--- src/rtl/rmgq_pkg.sv ---
// role matched group queue: shared types, codes and default sizes
// no dependencies; used by every module of the block
`timescale 1ns / 1ps

package rmgq_pkg;

	localparam int DEF_DEPTH = 64;

	localparam int ID_W      = 16;
	localparam int ROLE_W    = 2;
	localparam int REQ_W     = 2;
	localparam int STAT_W    = 2;
	localparam int COUNT_W   = 7;
	localparam int NUM_ROLES = 3;

	localparam logic [REQ_W-1:0] REQ_PUSH      = 2'd0;
	localparam logic [REQ_W-1:0] REQ_POP_ROLE  = 2'd1;
	localparam logic [REQ_W-1:0] REQ_POP_GROUP = 2'd2;
	localparam logic [REQ_W-1:0] REQ_QUERY     = 2'd3;

	localparam logic [STAT_W-1:0] STAT_DONE     = 2'd0;
	localparam logic [STAT_W-1:0] STAT_FULL     = 2'd1;
	localparam logic [STAT_W-1:0] STAT_NO_MATCH = 2'd2;

	localparam logic [ROLE_W-1:0] ROLE_DEFENDER = 2'd0;
	localparam logic [ROLE_W-1:0] ROLE_HUNTER   = 2'd1;
	localparam logic [ROLE_W-1:0] ROLE_BARD     = 2'd2;

	typedef struct packed {
		logic [ROLE_W-1:0] role;
		logic [ID_W-1:0]   id;
	} entry_t;

	typedef struct packed {
		logic [STAT_W-1:0]               status;
		logic [COUNT_W-1:0]              entry_count;
		logic [NUM_ROLES-1:0]            found;
		logic [NUM_ROLES-1:0][ID_W-1:0]  ids;
	} result_t;

	// one-hot role select, all zero for the unused role code
	function automatic logic [NUM_ROLES-1:0] role_sel(input logic [ROLE_W-1:0] r);
		logic [NUM_ROLES-1:0] s;
		s = '0;
		unique case (r)
			ROLE_DEFENDER: s = 3'b001;
			ROLE_HUNTER:   s = 3'b010;
			ROLE_BARD:     s = 3'b100;
			default:       s = '0;
		endcase
		return s;
	endfunction

endpackage

--- src/rtl/rmgq_store.sv ---
// entry memory: one write port, one read port with registered read data
// depends on rmgq_pkg for the entry type
`timescale 1ns / 1ps

module rmgq_store #(
	parameter int DEPTH = rmgq_pkg::DEF_DEPTH,
	parameter int AW    = $clog2(DEPTH)
) (
	input  logic                 clk,
	input  logic                 wr_en,
	input  logic [AW-1:0]        wr_addr,
	input  rmgq_pkg::entry_t     wr_data,
	input  logic                 rd_en,
	input  logic [AW-1:0]        rd_addr,
	output rmgq_pkg::entry_t     rd_data
);

	rmgq_pkg::entry_t mem [DEPTH];

	always_ff @(posedge clk) begin
		if (wr_en) begin
			mem[wr_addr] <= wr_data;
		end
		if (rd_en) begin
			rd_data <= mem[rd_addr];
		end
	end

endmodule

--- src/rtl/rmgq_engine.sv ---
// request sequencer: one compaction pass over the entry memory per request,
// dropping removed entries, appending pushes and finding the oldest of each role
// depends on rmgq_pkg and rmgq_store
`timescale 1ns / 1ps

module rmgq_engine #(
	parameter int QUEUE_DEPTH = rmgq_pkg::DEF_DEPTH
) (
	input  logic                          clk,
	input  logic                          arst_n,
	input  logic                          start,
	input  logic [rmgq_pkg::REQ_W-1:0]    req_type,
	input  logic [rmgq_pkg::ID_W-1:0]     player_id,
	input  logic [rmgq_pkg::ROLE_W-1:0]   role,
	output logic                          idle,
	output logic                          res_valid,
	input  logic                          res_take,
	output rmgq_pkg::result_t             res
);

	localparam int AW = $clog2(QUEUE_DEPTH);
	localparam int CW = $clog2(QUEUE_DEPTH + 1);
	localparam int NR = rmgq_pkg::NUM_ROLES;

	localparam logic [1:0] ST_IDLE = 2'd0;
	localparam logic [1:0] ST_RUN  = 2'd1;
	localparam logic [1:0] ST_FIN  = 2'd2;

	logic [1:0]                      state_q;
	logic [CW-1:0]                   held_q, n_q, rd_q, w_q;
	logic [NR-1:0][CW-1:0]           cnt_q;
	logic [NR-1:0]                   rmv_q, found_q, psel_q;
	logic                            app_q, vld_s1;
	logic [rmgq_pkg::ID_W-1:0]       id_q;
	logic [rmgq_pkg::ROLE_W-1:0]     role_q;
	logic [rmgq_pkg::STAT_W-1:0]     status_q;
	logic [NR-1:0][rmgq_pkg::ID_W-1:0] fid_q;

	// request decode
	logic [NR-1:0]                   has, sel_in, rmv_n;
	logic                            app_n;
	logic [rmgq_pkg::STAT_W-1:0]     status_n;

	// pass datapath
	rmgq_pkg::entry_t                rd_data, wr_data;
	logic                            rd_en, wr_en, drop, keep, pass_end, do_app;
	logic [NR-1:0]                   rsel, new_f, app_f;

	always_comb begin
		for (int k = 0; k < NR; k++) begin
			has[k] = (cnt_q[k] != '0);
		end
		sel_in   = rmgq_pkg::role_sel(role);
		rmv_n    = '0;
		app_n    = 1'b0;
		status_n = rmgq_pkg::STAT_DONE;
		unique case (req_type)
			rmgq_pkg::REQ_PUSH: begin
				if (held_q == CW'(QUEUE_DEPTH)) begin
					status_n = rmgq_pkg::STAT_FULL;
				end else begin
					app_n = 1'b1;
				end
			end
			rmgq_pkg::REQ_POP_ROLE: begin
				rmv_n = sel_in & has;
				if (rmv_n == '0) begin
					status_n = rmgq_pkg::STAT_NO_MATCH;
				end
			end
			rmgq_pkg::REQ_POP_GROUP: begin
				if (&has) begin
					rmv_n = '1;
				end else begin
					status_n = rmgq_pkg::STAT_NO_MATCH;
				end
			end
			rmgq_pkg::REQ_QUERY: begin
				status_n = rmgq_pkg::STAT_DONE;
			end
			default: begin
				status_n = rmgq_pkg::STAT_DONE;
			end
		endcase
	end

	assign rd_en    = (state_q == ST_RUN) && (rd_q != n_q);
	assign rsel     = rmgq_pkg::role_sel(rd_data.role);
	assign drop     = vld_s1 && ((rsel & rmv_q) != '0);
	assign keep     = vld_s1 && !drop;
	assign new_f    = keep ? (rsel & ~found_q) : '0;
	assign pass_end = (state_q == ST_RUN) && (rd_q == n_q) && !vld_s1;
	assign do_app   = pass_end && app_q;
	assign app_f    = do_app ? (psel_q & ~found_q) : '0;
	assign wr_en    = keep || do_app;
	assign wr_data  = keep ? rd_data : rmgq_pkg::entry_t'{role: role_q, id: id_q};

	rmgq_store #(
		.DEPTH (QUEUE_DEPTH),
		.AW    (AW)
	) u_store (
		.clk     (clk),
		.wr_en   (wr_en),
		.wr_addr (w_q[AW-1:0]),
		.wr_data (wr_data),
		.rd_en   (rd_en),
		.rd_addr (rd_q[AW-1:0]),
		.rd_data (rd_data)
	);

	always_ff @(posedge clk or negedge arst_n) begin
		if (!arst_n) begin
			state_q <= ST_IDLE;
			held_q  <= '0;
			n_q     <= '0;
			rd_q    <= '0;
			w_q     <= '0;
			cnt_q   <= '0;
			rmv_q   <= '0;
			found_q <= '0;
			psel_q  <= '0;
			app_q   <= 1'b0;
			vld_s1  <= 1'b0;
		end else begin
			unique case (state_q)
				ST_IDLE: begin
					if (start) begin
						for (int k = 0; k < NR; k++) begin
							cnt_q[k] <= cnt_q[k] + CW'(app_n && sel_in[k]) - CW'(rmv_n[k]);
						end
						held_q  <= held_q + CW'(app_n) - CW'(rmv_n[0]) - CW'(rmv_n[1])
							- CW'(rmv_n[2]);
						n_q     <= held_q;
						rd_q    <= '0;
						w_q     <= '0;
						rmv_q   <= rmv_n;
						found_q <= '0;
						psel_q  <= sel_in;
						app_q   <= app_n;
						vld_s1  <= 1'b0;
						state_q <= ST_RUN;
					end
				end
				ST_RUN: begin
					vld_s1 <= rd_en;
					if (rd_en) begin
						rd_q <= rd_q + CW'(1);
					end
					if (drop) begin
						rmv_q <= rmv_q & ~rsel;
					end
					if (keep) begin
						w_q <= w_q + CW'(1);
					end
					found_q <= found_q | new_f | app_f;
					if (pass_end) begin
						state_q <= ST_FIN;
					end
				end
				ST_FIN: begin
					if (res_take) begin
						state_q <= ST_IDLE;
					end
				end
				default: begin
					state_q <= ST_IDLE;
				end
			endcase
		end
	end

	// payload registers
	always_ff @(posedge clk) begin
		if (state_q == ST_IDLE && start) begin
			id_q     <= player_id;
			role_q   <= role;
			status_q <= status_n;
			fid_q    <= '0;
		end else begin
			for (int k = 0; k < NR; k++) begin
				if (new_f[k]) begin
					fid_q[k] <= rd_data.id;
				end else if (app_f[k]) begin
					fid_q[k] <= id_q;
				end
			end
		end
	end

	assign idle            = (state_q == ST_IDLE);
	assign res_valid       = (state_q == ST_FIN);
	assign res.status      = status_q;
	assign res.entry_count = rmgq_pkg::COUNT_W'(held_q);
	assign res.found       = found_q;
	assign res.ids         = fid_q;

endmodule

--- src/rtl/role_matched_group_queue.sv ---
// role matched group queue top level: stream ports and result word register
// depends on rmgq_pkg, rmgq_engine and rmgq_store
//
// channel  dir  tdata (low bit up)                              tuser
// s_axis   in   player_id[15:0] role[17:16], zero to 24 bits     req_type[1:0]
// m_axis   out  status[1:0] entry_count[8:2] defender_found[9]   -
//               defender_id[25:10] hunter_found[26] hunter_id[42:27]
//               bard_found[43] bard_id[59:44] group_ready[60], zero to 64 bits
//
// with n entries held at acceptance the sequencer reads each held entry once, waits
// for the registered read data, appends a push and hands the result word over to
// the output register; the hand-over waits while a word there is not yet taken.
// the next request is accepted only after the hand-over; the single memory read
// port reads one entry at a time, so the pass grows with n. s_axis_tready is high
// when the sequencer is idle, also while a result word waits in the output register.
// arst_n clears the queue to empty; memory contents are not cleared.
`timescale 1ns / 1ps

module role_matched_group_queue #(
	parameter int QUEUE_DEPTH = rmgq_pkg::DEF_DEPTH
) (
	input  logic        clk,
	input  logic        arst_n,
	input  logic        s_axis_tvalid,
	output logic        s_axis_tready,
	input  logic [23:0] s_axis_tdata,  // player_id, role
	input  logic [1:0]  s_axis_tuser,  // req_type
	output logic        m_axis_tvalid,
	input  logic        m_axis_tready,
	output logic [63:0] m_axis_tdata   // status, entry_count, defender_found, defender_id,
	                                   // hunter_found, hunter_id, bard_found, bard_id,
	                                   // group_ready
);

	logic              eng_idle, res_valid, res_take, start;
	rmgq_pkg::result_t res, res_q;
	logic              out_valid_q;

	assign start    = s_axis_tvalid && eng_idle;
	assign res_take = res_valid && (!out_valid_q || m_axis_tready);

	rmgq_engine #(
		.QUEUE_DEPTH (QUEUE_DEPTH)
	) u_engine (
		.clk       (clk),
		.arst_n    (arst_n),
		.start     (start),
		.req_type  (s_axis_tuser),
		.player_id (s_axis_tdata[15:0]),
		.role      (s_axis_tdata[17:16]),
		.idle      (eng_idle),
		.res_valid (res_valid),
		.res_take  (res_take),
		.res       (res)
	);

	always_ff @(posedge clk or negedge arst_n) begin
		if (!arst_n) begin
			out_valid_q <= 1'b0;
		end else if (res_take) begin
			out_valid_q <= 1'b1;
		end else if (m_axis_tready) begin
			out_valid_q <= 1'b0;
		end
	end

	always_ff @(posedge clk) begin
		if (res_take) begin
			res_q <= res;
		end
	end

	assign s_axis_tready = eng_idle;
	assign m_axis_tvalid = out_valid_q;
	assign m_axis_tdata  = {3'b000, &res_q.found,
		res_q.ids[2], res_q.found[2],
		res_q.ids[1], res_q.found[1],
		res_q.ids[0], res_q.found[0],
		res_q.entry_count, res_q.status};

endmodule
--- config.mk ---
export PLATFORM = sky130hd
export DESIGN_NAME = role_matched_group_queue
export DESIGN_NICKNAME = d
export VERILOG_FILES = /design/src/rtl/rmgq_pkg.sv /design/src/rtl/rmgq_store.sv /design/src/rtl/rmgq_engine.sv /design/src/rtl/role_matched_group_queue.sv
export SDC_FILE = /design/constraint.sdc
export NUM_CORES = 1
export LEC_CHECK = 0
export BUFFER_PORTS_ARGS = -buffer_cell sky130_fd_sc_hd__buf_2
export CAP_MARGIN = 10
export CORE_MARGIN = 5
export CORE_UTILIZATION = 62
export DETAILED_ROUTE_END_ITERATION = 7
export GPL_TIMING_DRIVEN = 0
export PLACE_DENSITY = 0.79
export SLEW_MARGIN = 5
export SYNTH_ARGS = -nofsm -noshare
export SYNTH_HDL_FRONTEND = slang
export SYNTH_SLANG_ARGS = --single-unit
--- constraint.sdc ---
create_clock -name clk -period 4.7 [get_ports clk]
set_input_delay 0.235 -clock clk [delete_from_list [all_inputs] [get_ports clk]]
set_output_delay 0.235 -clock clk [all_outputs]
set_load 0.02 [all_outputs]
==> flow_metrics.env <==
export IMPL_synth_area_um2=53250
export IMPL_h_tree_depth=4
export IMPL_setup_viol=0
export IMPL_min_from="s_axis_tuser[1]"
export IMPL_core_um2=85150
export IMPL_nets=3183
export IMPL_skew_ps=35.26
export IMPL_detail_route_antenna_nets=0
export IMPL_wl_per_cell_um=32.90
export IMPL_leakage_nw=20.80
export IMPL_drtPass1Iterations=6
export IMPL_cts_repair_resized=0
export IMPL_worstSetupEndpointType="flop"
export IMPL_crit_top_cell="clkbuf_1"
export IMPL_crit_chain="buf_2, nor2_1, clkbuf_1, clkbuf_1, a21oi_1, a211oi_1, or3_1"
export IMPL_async_flop_share=0.04559
export IMPL_path_depth=7
export IMPL_relSlewSlack=0.08934
export IMPL_grt_setup_unrepaired="no"
export IMPL_rows=107
export IMPL_status="completed"
export IMPL_cp_top_family="buffers and inverters"
export IMPL_syn2layout_area_growth_pct=15.33
export IMPL_cts_made_buffers=135
export IMPL_routed_wl_mm=143.7
export IMPL_yosysMostFrequentCell="edfxtp_1"
export IMPL_crit_arrival_ps=5010
export IMPL_antenna_found_initial=8
export IMPL_critical_path_max_stage_delay_ps=990
export IMPL_synth_warnings=0
export IMPL_synth_area_per_cell_um2=19.15
export IMPL_num_vias=30280
export IMPL_slew_viol_final=0
export IMPL_layout_drive_gt1_share=0.2446
export IMPL_grt_pass1_wl_mm=206.9
export IMPL_required_ps=5250
export IMPL_ys_flop_type="edfxtp_1"
export IMPL_regToRegEndpoint="u_engine.u_store.rd_data[12]"
export IMPL_grt_pass1_vias=30130
export IMPL_cts_root_buffer="clkbuf_16"
export IMPL_critPathMaxFanout=10
export IMPL_r2r_slack_ps=240
export IMPL_finalCritPeriodShare=0.9494
export IMPL_grt_usage=0.3170
export IMPL_finalSetupTns_ps=0
export IMPL_io_pins=96
export IMPL_synth_edff_count=1250
export IMPL_fin_hold_ws_ps=125.3
export IMPL_die_area_um2=91840
export IMPL_yosys_cell_types_count=62
export IMPL_viasPerCell=6.932
export IMPL_grt_max_degree=65
export IMPL_cts_tree="built"
export IMPL_overflow=0
export IMPL_hold_viol=0
export IMPL_dieWidth_um=303.1
export IMPL_dp_hpwl_mm=91.42
export IMPL_min_period_ps=4462
export IMPL_power_per_cell_area_nw_per_um2=713.6
export IMPL_fill_cells=4732
export IMPL_hold_class="in -> reg"
export IMPL_ys_ff_latch=1360
export IMPL_clock_sinks=1360
export IMPL_whs_path_depth=4
export IMPL_io_buffers=86
export IMPL_r2r_cells=7
export IMPL_clk_path_buf_depth=3
export IMPL_place_congestion=0.9456
export IMPL_cap_violations=0
export IMPL_synth_area_leaders="edfxtp_1, mux4_2, dfrtp_1"
export IMPL_drc=0
export IMPL_clk_pin_slew_ps=60
export IMPL_cp_num_buf_inv=3
export IMPL_dp_cells=4093
export IMPL_instances_no_fill=4368
export IMPL_worstHoldEndpoint="u_engine.status_q[1]"
export IMPL_yosysTopAreaCell="edfxtp_1"
export IMPL_syn_inst=2780
export IMPL_fmax_mhz=224.1
export IMPL_cp_slowest_cell="clkbuf_1"
export IMPL_worstSetupPathType="reg -> reg"
export IMPL_peakVddDrop_mv=0.4843
export IMPL_clkLatencyLatePin_ps=740
export IMPL_ys_seq_area_frac=0.7521
export IMPL_drtIter0Drc=4666
export IMPL_dieHeight_um=303.1
export IMPL_worst_pin_slew_ps=1358
export IMPL_reg2reg_from="u_engine.rd_q[2]"
export IMPL_ys_top_cells_by_count="edfxtp_1, mux4_2, mux2i_1, nand2_1, nor2_1"
export IMPL_synth_top_area_frac=0.7049
export IMPL_cp_start_kind="flop"
export IMPL_initial_utilization=0.6254
==> flip-flops by register name (all words and copies together), names as in the netlist, 3 cells and up <==
register and flops:
m_axis_tdata 60, u_engine.cnt_q 21, u_engine.found_q 3, u_engine.held_q 7
u_engine.id_q 16, u_engine.n_q 7, u_engine.psel_q 3, u_engine.rd_q 7
u_engine.res 48, u_engine.rmv_q 3, u_engine.u_store.mem 1152, u_engine.u_store.rd_data 18
u_engine.w_q 6
==> worst reg2reg max path: cells and delay by family (launching register included) <==
family                 cells  cell delay, ps
and+or+nand+nor            2             780
AOI/OAI and AO/OA          2            1220
DFF                        1             430
buffers and inverters      3            1840
==> layer usage <==
metal	wire, um	vias up	global-route usage	part of all wire
met2	65750	2661	0.4824	0.46
met3	20820	522	0.1091	0.14
met4	9042	2	0.1598	0.063
li1	-	11920	-	-
met5	20	-	0	0.00014
met1	48070	15170	0.4154	0.33
==> metrics by stage <==
stage,power (mW),area (um^2),setup slack [ps],util
after floorplan,26.21,53250,381.2,-
after global placement,31.26,55120,-2868,0.6473
after detailed placement,32.29,56690,553.0,0.6658
after CTS,43.32,61390,502.4,0.7210
after global routing,44.98,61400,264.9,0.7211
final,43.83,61410,237.6,0.7213
==> cell type report <==
| cell class | instances | area (um^2) | area share |
|---|---|---|---|
| tap | 1144 | 1431 | 0.02331 |
| buffer | 154 | 837.1 | 0.01363 |
| clock inverter | 78 | 770.7 | 0.01255 |
| clock buffer | 171 | 3731 | 0.06075 |
| multi-input combinational | 1220 | 12420 | 0.2022 |
| sequential | 1360 | 40050 | 0.6521 |
| inverter | 48 | 180.2 | 0.002934 |
| timing repair buffer | 187 | 1981 | 0.03225 |
| antenna | 6 | 15.01 | 0.0002445 |
==> worst max path at each step <==
| stage | slack, ps | from | to |
|---|---|---|---|
| global placement | -2870 | u_engine.u_store.rd_data[16] | u_engine.u_store.mem[45][17] |
| global route | 260 | u_engine.u_store.rd_data[16] | u_engine.u_store.mem[46][13] |
| floorplan | 380 | u_engine.u_store.rd_data[16] | u_engine.u_store.mem[0][17] |
| detailed placement | 550 | u_engine.rd_q[3] | u_engine.u_store.rd_data[10] |
| CTS | 500 | u_engine.rd_q[2] | u_engine.u_store.rd_data[10] |
| finish | 240 | u_engine.rd_q[2] | u_engine.u_store.rd_data[12] |
==> power by group <==
part,internal [mW],switching (mW)
clock,6.41,4.56
sequential,17.1,0.642
combinational,4.87,10.3
total,28.4,15.5
==> placed cells by master, fill, tap and decap left out, drive strengths merged, types with 33 or more instances in the layout <==
master / count
clkbuf: 237
edfxtp: 1250
o21ai: 94
o22ai: 40
dfxtp: 48
ha: 41
mux4: 255
a21oi: 84
dfrtp: 62
buf: 255
inv: 53
a22oi: 33
mux2i: 151
nand2: 131
nor2: 100
clkinv: 58
==> repair_timing <==
item	4_1_cts	5_1_grt
setup buffers	0	0
endpoints found under the hold margin	85	0
hold buffers	20	0
==> cell families (layout without fill, tap and decap cells) <==
kind of cell,count (synthesis),in the layout,synth area share
other,1,9,0.00007043
AOI/OAI and AO/OA,362,362,0.04302
buffers and inverters,202,638,0.01908
and+or+nand+nor,372,372,0.03259
DFF,1360,1360,0.7521
xor gates and xnor gates,29,29,0.004770
adders and majority gates,47,47,0.01189
muxes,407,407,0.1365
Power figures use the tool's default switching activity.
